`config.mk`:
```
export PLATFORM = sky130hd
export DESIGN_NAME = multi_click_detector
export DESIGN_NICKNAME = d
export VERILOG_FILES = /design/src/rtl/mcd_pkg.sv /design/src/rtl/multi_click_detector.sv /design/src/rtl/mcd_step.sv /design/src/rtl/mcd_out_buf.sv
export SDC_FILE = /design/constraint.sdc
export NUM_CORES = 1
export LEC_CHECK = 0
export ABC_AREA = 0
export CAP_MARGIN = 20
export CORE_MARGIN = 8
export CORE_UTILIZATION = 58
export CTS_BUF_LIST = sky130_fd_sc_hd__clkbuf_16
export DETAILED_ROUTE_END_ITERATION = 7
export DONT_BUFFER_PORTS = 1
export GPL_ROUTABILITY_DRIVEN = 0
export GPL_TIMING_DRIVEN = 0
export HOLD_SLACK_MARGIN = 0.02
export PLACE_DENSITY = 0.74
export RECOVER_POWER = 25
export SETUP_SLACK_MARGIN = 0.15
export SLEW_MARGIN = 20
export SYNTH_ARGS = -nofsm -noshare
export SYNTH_HDL_FRONTEND = slang
export SYNTH_SLANG_ARGS = --single-unit
```
`constraint.sdc`:
```
create_clock -name clock -period 3.4 [get_ports clock]
set_input_delay 0.68 -clock clock [delete_from_list [all_inputs] [get_ports clock]]
set_output_delay 0.68 -clock clock [all_outputs]
set_load 0.1 [all_outputs]
```
`src/rtl/mcd_pkg.sv`:
```
`default_nettype none
package mcd_pkg;

   // Button count and the mask of valid button bits
   localparam int BUTTON_BITS = 8;
   localparam logic [7:0] BUTTON_MASK =
      (BUTTON_BITS >= 8) ? 8'hFF : 8'((1 << BUTTON_BITS) - 1);

   // Window growth per extra click, and pointer slack in pixels
   localparam logic [15:0] EXTEND_TICKS = 16'd3;
   localparam logic signed [16:0] MOVE_SLACK = 17'sd2;
   localparam logic [15:0] WINDOW_RESET = 16'd5;
   localparam logic [7:0]  TALLY_MAX = 8'hFF;

   typedef enum logic [1:0] {
      KIND_BUTTON = 2'd0,
      KIND_TICK   = 2'd1,
      KIND_MOVE   = 2'd2,
      KIND_NONE   = 2'd3
   } kind_type;

   // One input transaction
   typedef struct packed {
      kind_type           kind;
      logic [7:0]         buttons;
      logic [7:0]         tick_amount;
      logic signed [15:0] pos_x;
      logic signed [15:0] pos_y;
      logic               multi_click_wanted;
   } item_type;

   // One result transaction
   typedef struct packed {
      logic [7:0] event_buttons;
      logic [7:0] event_clicks;
      logic       last;
   } res_type;

   // Results of one item, handed to the output buffer
   typedef struct packed {
      logic [1:0] count;
      res_type    r0;
      res_type    r1;
   } push_type;

endpackage
`default_nettype wire

```
`src/rtl/multi_click_detector.sv`:
```
// Channel   Direction  Handshake            Payload
// req_      in         req_tvalid/tready    tdata: item fields, tuser: kind
// rsp_      out        rsp_tvalid/tready    tdata: buttons, clicks; tlast
// csr_      in         csr_we               csr_wdata: click window
//
// An item waits in the input register, and its results are loaded into the
// output buffer on the edge at which it leaves that register. One item per
// cycle while each gives at most one result and the result side does not
// stall; an item giving two results holds the input while the pair drains.
// Reset is synchronous; after it the block accepts at once. A stalled result
// side fills the buffer and then holds req_tready low.
`default_nettype none
module multi_click_detector (
   input  wire logic        clock,
   input  wire logic        reset,
   input  wire logic        req_tvalid,
   output logic             req_tready,
   // buttons[7:0], tick_amount[15:8], pos_x[31:16], pos_y[47:32],
   // multi_click_wanted[48], zero[55:49]
   input  wire logic [55:0] req_tdata,
   // kind[1:0]
   input  wire logic [1:0]  req_tuser,
   output logic             rsp_tvalid,
   input  wire logic        rsp_tready,
   // event_buttons[7:0], event_clicks[15:8]
   output logic [15:0]      rsp_tdata,
   output logic             rsp_tlast,
   input  wire logic        csr_we,
   input  wire logic [15:0] csr_wdata
);
   import mcd_pkg::*;

   logic [15:0] click_window_ff;
   logic        in_valid_ff;
   item_type    item_ff, item_in;
   logic        advance;
   logic        can_take;
   push_type    push;
   res_type     out_res;

   // Click window register
   always_ff @(posedge clock) begin
      if (reset) begin
         click_window_ff <= WINDOW_RESET;
      end else if (csr_we) begin
         click_window_ff <= csr_wdata;
      end
   end

   // Input register
   assign advance    = in_valid_ff && can_take;
   assign req_tready = !in_valid_ff || advance;

   always_comb begin
      item_in.kind               = kind_type'(req_tuser);
      item_in.buttons            = req_tdata[7:0];
      item_in.tick_amount        = req_tdata[15:8];
      item_in.pos_x              = req_tdata[31:16];
      item_in.pos_y              = req_tdata[47:32];
      item_in.multi_click_wanted = req_tdata[48];
   end

   always_ff @(posedge clock) begin
      if (reset) begin
         in_valid_ff <= 1'b0;
      end else if (req_tready) begin
         in_valid_ff <= req_tvalid;
      end
   end

   always_ff @(posedge clock) begin
      if (req_tready && req_tvalid) begin
         item_ff <= item_in;
      end
   end

   mcd_step u_step (
      .clock        (clock),
      .reset        (reset),
      .advance      (advance),
      .item         (item_ff),
      .click_window (click_window_ff),
      .push         (push)
   );

   mcd_out_buf u_out (
      .clock     (clock),
      .reset     (reset),
      .push_en   (in_valid_ff),
      .push      (push),
      .can_take  (can_take),
      .out_valid (rsp_tvalid),
      .out_ready (rsp_tready),
      .out_res   (out_res)
   );

   assign rsp_tdata = {out_res.event_clicks, out_res.event_buttons};
   assign rsp_tlast = out_res.last;

endmodule
`default_nettype wire

```
`src/rtl/mcd_step.sv`:
```
`default_nettype none
module mcd_step (
   input  wire logic             clock,
   input  wire logic             reset,
   input  wire logic             advance,
   input  wire mcd_pkg::item_type item,
   input  wire logic [15:0]      click_window,
   output mcd_pkg::push_type     push
);
   import mcd_pkg::*;

   logic [7:0]         true_buttons_ff, true_buttons_in;
   logic [7:0]         desired_buttons_ff, desired_buttons_in;
   logic [7:0]         click_tally_ff, click_tally_in;
   logic [15:0]        window_left_ff, window_left_in;
   logic signed [15:0] pointer_x_ff, pointer_x_in;
   logic signed [15:0] pointer_y_ff, pointer_y_in;

   logic [7:0]         btn;
   logic               win_open;
   logic [16:0]        win_ext;
   logic [15:0]        win_ext_sat;
   logic [15:0]        tick16;
   logic signed [16:0] dx, dy;
   logic               far;
   logic               close_win;
   logic               two_res;

   // Shared terms
   always_comb begin
      btn         = item.buttons & BUTTON_MASK;
      win_open    = (window_left_ff != 16'd0);
      win_ext     = {1'b0, window_left_ff} + {1'b0, EXTEND_TICKS};
      win_ext_sat = win_ext[16] ? 16'hFFFF : win_ext[15:0];
      tick16      = {8'd0, item.tick_amount};
      dx          = {pointer_x_ff[15], pointer_x_ff} - {item.pos_x[15], item.pos_x};
      dy          = {pointer_y_ff[15], pointer_y_ff} - {item.pos_y[15], item.pos_y};
      far         = (dx > MOVE_SLACK) || (dx < -MOVE_SLACK) ||
                    (dy > MOVE_SLACK) || (dy < -MOVE_SLACK);
   end

   // Next state and results for the item at hand
   always_comb begin
      true_buttons_in    = true_buttons_ff;
      desired_buttons_in = desired_buttons_ff;
      click_tally_in     = click_tally_ff;
      window_left_in     = window_left_ff;
      pointer_x_in       = pointer_x_ff;
      pointer_y_in       = pointer_y_ff;
      close_win          = 1'b0;
      push               = '0;
      push.r0.event_buttons = btn;
      push.r0.event_clicks  = 8'd1;
      push.r0.last          = 1'b1;

      unique case (item.kind)
         KIND_BUTTON: begin
            if (btn != true_buttons_ff) begin
               if (win_open) begin
                  if (btn == desired_buttons_ff) begin
                     if (click_tally_ff != TALLY_MAX) begin
                        click_tally_in = click_tally_ff + 8'd1;
                     end
                     window_left_in = win_ext_sat;
                  end
               end else if (item.multi_click_wanted && (btn != 8'd0)) begin
                  click_tally_in     = 8'd1;
                  desired_buttons_in = btn;
                  window_left_in     = (click_window != 16'd0) ? click_window : 16'd1;
               end else begin
                  push.count = 2'd1;
               end
               true_buttons_in = btn;
            end
         end
         KIND_TICK: begin
            if (win_open && (item.tick_amount != 8'd0)) begin
               if (tick16 >= window_left_ff) begin
                  close_win = 1'b1;
               end else begin
                  window_left_in = window_left_ff - tick16;
               end
            end
         end
         KIND_MOVE: begin
            close_win    = win_open && far;
            pointer_x_in = item.pos_x;
            pointer_y_in = item.pos_y;
         end
         default: begin
         end
      endcase

      // Report desired state, then the true state if it differs
      if (close_win) begin
         two_res               = (desired_buttons_ff != true_buttons_ff);
         window_left_in        = 16'd0;
         push.count            = two_res ? 2'd2 : 2'd1;
         push.r0.event_buttons = desired_buttons_ff;
         push.r0.event_clicks  = click_tally_ff;
         push.r0.last          = !two_res;
         push.r1.event_buttons = true_buttons_ff;
         push.r1.event_clicks  = 8'd1;
         push.r1.last          = 1'b1;
      end else begin
         two_res = 1'b0;
      end
   end

   // Commit state when the item leaves the input register
   always_ff @(posedge clock) begin
      if (reset) begin
         true_buttons_ff    <= '0;
         desired_buttons_ff <= '0;
         click_tally_ff     <= '0;
         window_left_ff     <= '0;
         pointer_x_ff       <= '0;
         pointer_y_ff       <= '0;
      end else if (advance) begin
         true_buttons_ff    <= true_buttons_in;
         desired_buttons_ff <= desired_buttons_in;
         click_tally_ff     <= click_tally_in;
         window_left_ff     <= window_left_in;
         pointer_x_ff       <= pointer_x_in;
         pointer_y_ff       <= pointer_y_in;
      end
   end

endmodule
`default_nettype wire

```
`src/rtl/mcd_out_buf.sv`:
```
`default_nettype none
module mcd_out_buf (
   input  wire logic             clock,
   input  wire logic             reset,
   input  wire logic             push_en,
   input  wire mcd_pkg::push_type push,
   output logic                  can_take,
   output logic                  out_valid,
   input  wire logic             out_ready,
   output mcd_pkg::res_type      out_res
);
   import mcd_pkg::*;

   logic [1:0] count_ff, count_in;
   res_type    e0_ff, e0_in;
   res_type    e1_ff, e1_in;
   logic       pop;

   assign out_valid = (count_ff != 2'd0);
   assign out_res   = e0_ff;
   assign pop       = out_valid && out_ready;
   // Room for a full pair once the current head has gone
   assign can_take  = (count_ff == 2'd0) || ((count_ff == 2'd1) && pop);

   // Shift on pop; load a fresh pair when empty or when the last entry pops
   always_comb begin
      count_in = count_ff;
      e0_in    = e0_ff;
      e1_in    = e1_ff;
      if (push_en && can_take) begin
         count_in = push.count;
         e0_in    = push.r0;
         e1_in    = push.r1;
      end else if (pop) begin
         count_in = count_ff - 2'd1;
         e0_in    = e1_ff;
      end
   end

   always_ff @(posedge clock) begin
      if (reset) begin
         count_ff <= '0;
      end else begin
         count_ff <= count_in;
      end
   end

   always_ff @(posedge clock) begin
      e0_ff <= e0_in;
      e1_ff <= e1_in;
   end

endmodule
`default_nettype wire

```
==> impl_metrics.ini, run 1 <==
[floorplan]
initial_core_util = 0.587
die_h_um = 145
coreArea_sq_mm = 0.0164
fp.dieW_um = 145
die-area_sq_mm = 0.0210
io_pins = 98
rows = 47

[power]
vdd_drop_max_v = 0.000397
leakage_nw = 4.40
power.density_mw_per_mm2 = 529
p_total_mw = 5.85

[worst_setup_path]
critPathKind = reg2reg
cp.required_ps = 3520
arrival_ps = 3970
endpoint_kind = register
worst-path-max-fanout = 5
ff2ff_path_depth = 14
startpoint_type = register

[timing]
holdWs_ps = 333
setup_viol = 44
setup_ws_ps = -448
min_period_ps = 3850
period_share = 1.13
rsz0062_at_grt = true
slew_viol_final = 0
worst_slew_pin_slew_ps = 1110
hold_viol_final = 0
max_freq_ghz = 0.260
setup_tns_ps = -16120
slew_headroom = 0.256
fin_skew_ps = 11.7

[synth]
synthTopCellsByCount = nand2_1, nor2_1, dfxtp_1
synthMuxAreaShare = 0.0364
syn-instance-count = 1054
synth.most_common_cell = nand2_1
synth_edf_count = 77
yosys-top-cells-area = edfxtp_1, dfxtp_1, ha_1, a21oi_1, nand2_1
yosysTopAreaCellShare = 0.240
ys_warn_count = 0
synth_compound_area_frac = 0.175
synthFlopType = dfxtp_1
ys_async_sr_fraction = 0
syn_area_sq_mm = 0.00963
ys_seq_area_frac = 0.429
synth_top_family_by_area = simple AND/OR/NAND/NOR gates
synth_top_area_cell = edfxtp_1
synth-adder-area-share = 0.0673
synthXorXnorAreaFrac = 0.0591
synth-simple-area-share = 0.183
ys_seq_elements = 168
synth_fp_nets = 1183
synth.distinct_cells = 71
syn_area_per_cell_sq_um = 9.14

[routing]
firstDrtPassIters = 5
drtIter0Drc = 623
drcViolationCount = 0
ant_nets = 0
wirelength_um = 23900
routed_via_density = 6.01
via_count = 7991
wl_per_cell_um = 18.0

[placement]
pre_cts_slack_ps = -555
placed_cell_area_sq_mm = 0.00999
placed_cells = 1275
dpl.hpwl_um = 16900
io_buffers = 0

[status]
status = finished with violations
violations = setup timing

[min_path]
hold_depth = 0
hp-class = in2reg

[run]
maxCapViolCount = 0

[final_layout]
final_cells = 1329
final_area_sq_mm = 0.0111
area_growth_pct = 14.9
drive_gt1_frac = 0.122
fin_nets = 1223
final_util = 0.675
nFillCells = 1260

[cts]
htreeDepth = 4
ctsLongestPathBuffers = 2
path_clk_slew_ps = 70
cts_sinks = 168
root_buffer = clkbuf_16
cts_made_buffers = 17
cts_tree = done
worstSkewPairLatency_ps = 440
ctsHoldBuffers = 0

[grt]
grt_pass1_vias = 7713
grt_overflow_total = 0
grt_max_degree = 44
antenna_found_initial = 1
grt_usage = 0.231
grt_pass1_wl_um = 38300
state kept, by name, indices dropped and copies added, names as in the netlist:
name / count
in_valid_ff: 1
u_out.e1_ff: 9
u_step.pointer_x_ff: 16
u_step.pointer_y_ff: 16
u_step.true_buttons_ff: 8
item_ff: 51
u_step.window_left_ff: 16
click_window_ff: 16
u_step.desired_buttons_ff: 8
u_out.count_ff: 2
u_out.out_res: 17
u_step.click_tally_ff: 8
placed cells by master, fill, tap and decap left out, drive strengths merged, types with 21 or more instances in the layout:
cell type,netlist,final
dfxtp,91,91
nor4,21,21
xor2,21,21
edfxtp,77,77
buf,13,32
o21ai,41,41
nand2,105,105
mux2i,35,35
and3,24,24
clkbuf,38,57
a21oi,86,86
xnor2,44,44
nor2,102,102
ha,47,47
inv,70,79
nand3,28,28
critical path: stages, from the launching register on:
cell,delay (ps)
edfxtp_1,400
ha_2,220
fa_2,340
nand2b_4,160
a211oi_4,340
o21ai_1,140
xnor2_1,260
nand2_1,70
or4_1,410
o311a_1,340
a211o_4,310
buf_12,140
buf_8,130
o21ai_2,140
a31oi_2,140
metal layers:
metal / GRT usage / vias to the layer above / part of all wire
met2: 0.384 / 267 / 0.48
met1: 0.287 / 3769 / 0.43
met4: 0.0821 / 0 / 0.024
li1: - / 3898 / -
met3: 0.0564 / 57 / 0.066
met5: 0 / - / 0
logic make-up (layout without fill, tap and decap cells):
| logic type | after synthesis | after routing |
|---|---|---|
| compound gates | 247 | 247 |
| xor+xnor | 65 | 65 |
| fa+ha+maj | 50 | 50 |
| buf+inv | 122 | 175 |
| flops | 168 | 168 |
| mux | 35 | 35 |
| other cells | 0 | 2 |
| simple gates | 367 | 367 |
what timing repair did:
action	CTS	global route
setup buffers	11	7
gates resized for setup	53	19
gates cloned	1	2
endpoints found under the setup margin	58	56
pin swaps	7	9
layout make-up:
type	count	area (sq um)	area share
Clock buffer	17	425	0.0384
Buffer	50	264	0.0239
Timing Repair Buffer	22	272	0.0245
Inverter	71	267	0.0241
Sequential cell	168	4130	0.374
Antenna cell	2	5.00	0.000452
Multi-Input combinational cell	764	5270	0.476
Clock inverter	15	159	0.0144
Tap cell	220	275	0.0249
power by group:
| group | switching (mW) | internal, mW |
|---|---|---|
| combinational | 0.795 | 0.490 |
| clock | 0.913 | 0.981 |
| sequential | 0.382 | 2.29 |
| total | 2.09 | 3.76 |
path summary, 6_finish.rpt:
| check | start | slack (ps) | endpoint |
|---|---|---|---|
| worst max-delay path | item_ff[17] | -450 | u_out.out_res[12] |
| worst min-delay path | req_tdata[48] | 330 | item_ff[0] |
| worst max register to register | item_ff[17] | -450 | u_out.out_res[12] |
| worst min register to register | u_step.pointer_x_ff[0] | 460 | u_step.pointer_x_ff[0] |
No activity file was read; power rests on OpenSTA's default activity.
==> run 2, diff against run 1 <==
--- a/config.mk
+++ b/config.mk
@@ -8,14 +8,14 @@
 export ABC_AREA = 0
 export CAP_MARGIN = 20
 export CORE_MARGIN = 8
-export CORE_UTILIZATION = 58
+export CORE_UTILIZATION = 64
 export CTS_BUF_LIST = sky130_fd_sc_hd__clkbuf_16
 export DETAILED_ROUTE_END_ITERATION = 7
 export DONT_BUFFER_PORTS = 1
 export GPL_ROUTABILITY_DRIVEN = 0
 export GPL_TIMING_DRIVEN = 0
 export HOLD_SLACK_MARGIN = 0.02
-export PLACE_DENSITY = 0.74
+export PLACE_DENSITY = 0.78
 export RECOVER_POWER = 25
 export SETUP_SLACK_MARGIN = 0.15
 export SLEW_MARGIN = 20
==> constraint.sdc (replaced) <==
create_clock -name clock -period 4.35 [get_ports clock]
set_input_delay 0.87 -clock clock [delete_from_list [all_inputs] [get_ports clock]]
set_output_delay 0.87 -clock clock [all_outputs]
set_load 0.1 [all_outputs]
==> run 2 against run 1 <==
The flow now finishes without violations. Clock skew is essentially flat. Die area shrank 8.4%. Register-to-register slack gained 770 ps. Largest cell class unchanged.
==> impl_metrics.ini, run 2 (synthesis results as in run 1) <==
[worst_setup_path]
arrival_ps = 4370
worstPathCellList = ha_2, fa_2, nand2b_4, a211oi_4, nor2_1, xnor2_1, nand4_1, or4_1, o311a_4, a211o_4, or3_1, buf_6, buf_12, o32ai_2
worst-path-max-fanout = 10
critPathKind = reg2reg
r2r-start = item_ff[17]
crit_path_start = item_ff[17]
endpoint_kind = register
slowest_stage = or4_1
startpoint_type = register
slowest_delay_ps = 530
cp.required_ps = 4690

[timing]
hold_viol_final = 0
rsz0062_at_grt = false
setup_viol = 0
setup_ws_ps = 325
slew_viol_final = 0
max_freq_ghz = 0.248
period_share = 0.925
min_period_ps = 4030
setup_tns_ps = 0
fin_skew_ps = 11.9
slew_headroom = 0.318
worst_slew_pin_slew_ps = 1010

[routing]
routed_via_density = 6.12
ant_nets = 0
drcViolationCount = 0
wirelength_um = 22800
via_count = 7809
firstDrtPassIters = 7
drtIter0Drc = 689
wl_per_cell_um = 17.9

[final_layout]
largest_reg_flops = 51
drive_gt1_frac = 0.0653
fin_nets = 1203
final_cell_mix = nand2_1, nor2_1, dfxtp_1
largest_register = item_ff
area_growth_pct = 9.81
final_common_cell = nand2_1
final_cells = 1275
antenna_cells = 0

[power]
p_sw_mw = 1.60
seqPwrFrac = 0.459
pwr-share-clk = 0.344
power.density_mw_per_mm2 = 429
vdd_drop_max_v = 0.000329
p_int_mw = 2.94
p_comb_frac = 0.196
leakage_nw = 4.23
switching_share = 0.352

[floorplan]
die_h_um = 139
io_pins = 98
fp.dieW_um = 139
coreArea_sq_mm = 0.0150
die-area_sq_mm = 0.0192
initial_core_util = 0.643
rows = 45

[min_path]
hp-class = reg2reg
min-delay-start = u_step.pointer_y_ff[11]

[placement]
dpl.hpwl_um = 16400
placed_cells = 1242
pre_cts_slack_ps = -226
io_buffers = 0

[cts]
cts_tree = done
cts_sinks = 168
ctsHoldBuffers = 0
worstSkewPairLatency_ps = 440
path_clk_slew_ps = 70
root_buffer = clkbuf_16
ctsLongestPathBuffers = 2
htreeDepth = 4
cts_made_buffers = 17

[grt]
grt_max_degree = 52
antenna_found_initial = 0
grt_overflow_total = 0
grt_usage = 0.237
grt_pass1_wl_um = 37500
grt_pass1_vias = 7656

[status]
status = finished, final reports clean

[run]
maxCapViolCount = 0
-- run 2: power groups by stage --
stage / clock network (mW) / logic, mW / registers (mW)
2_1_floorplan: 0 / 0.676 / 2.09
3_3_place_gp: 0 / 0.842 / 2.12
3_5_place_dp: 0 / 0.858 / 2.12
4_1_cts: 1.59 / 0.870 / 2.08
5_1_grt: 1.64 / 0.987 / 2.10
6_report: 1.56 / 0.890 / 2.08
-- run 2: layout make-up --
type / count / area [sq um]
multi-input combinational: 764 / 5070
tap: 188 / 235
clock buffer: 17 / 425
clock inverter: 15 / 203
inverter: 71 / 267
sequential: 168 / 4130
fill: 1146 / 4400
timing repair buffer: 1 / 7.51
buffer: 51 / 230
-- run 2: metal layers --
layer | wire length, um | vias up | track usage
li1 | - | 3840 | -
met1 | 9950 | 3677 | 0.292
met2 | 11100 | 250 | 0.404
met3 | 1320 | 42 | 0.0520
met4 | 469 | 0 | 0.0809
met5 | 0 | - | 0
-- run 2: worst paths after layout --
check	slack [ps]	depth (start not counted)	endpoint
setup reg to reg	320	14	u_step.window_left_ff[13]
hold / removal	460	2	u_step.pointer_y_ff[11]
hold reg to reg	460	2	u_step.pointer_y_ff[11]
setup / recovery	320	14	u_step.window_left_ff[13]
-- run 2: critical path, delay by kind of cell, from the launching register on --
family                   cells  cell delay (ps)
AND/OR/NAND/NOR              5             1260
AO/OA/AOI/OAI                4             1170
adder cells (fa/ha/maj)      2              580
flip-flops                   1              430
XOR/XNOR                     1              190
buffers and inverters        2              300
-- run 2: repair_timing --
item,4_1_cts,5_1_grt
pin swaps,1,2
buffers inserted,0,1
resized for setup,6,15
setup endpoints to repair,28,43
-- run 2: per-stage QoR --
stage	cell area [sq um]	util	power [mW]	hold slack, ps
4_1_cts	10500	0.702	4.54	460
2_1_floorplan	9630	-	2.77	436
3_5_place_dp	9870	0.659	2.98	450
6_report	10600	0.706	4.54	460
3_3_place_gp	9860	0.659	2.96	444
5_1_grt	10600	0.706	4.72	479
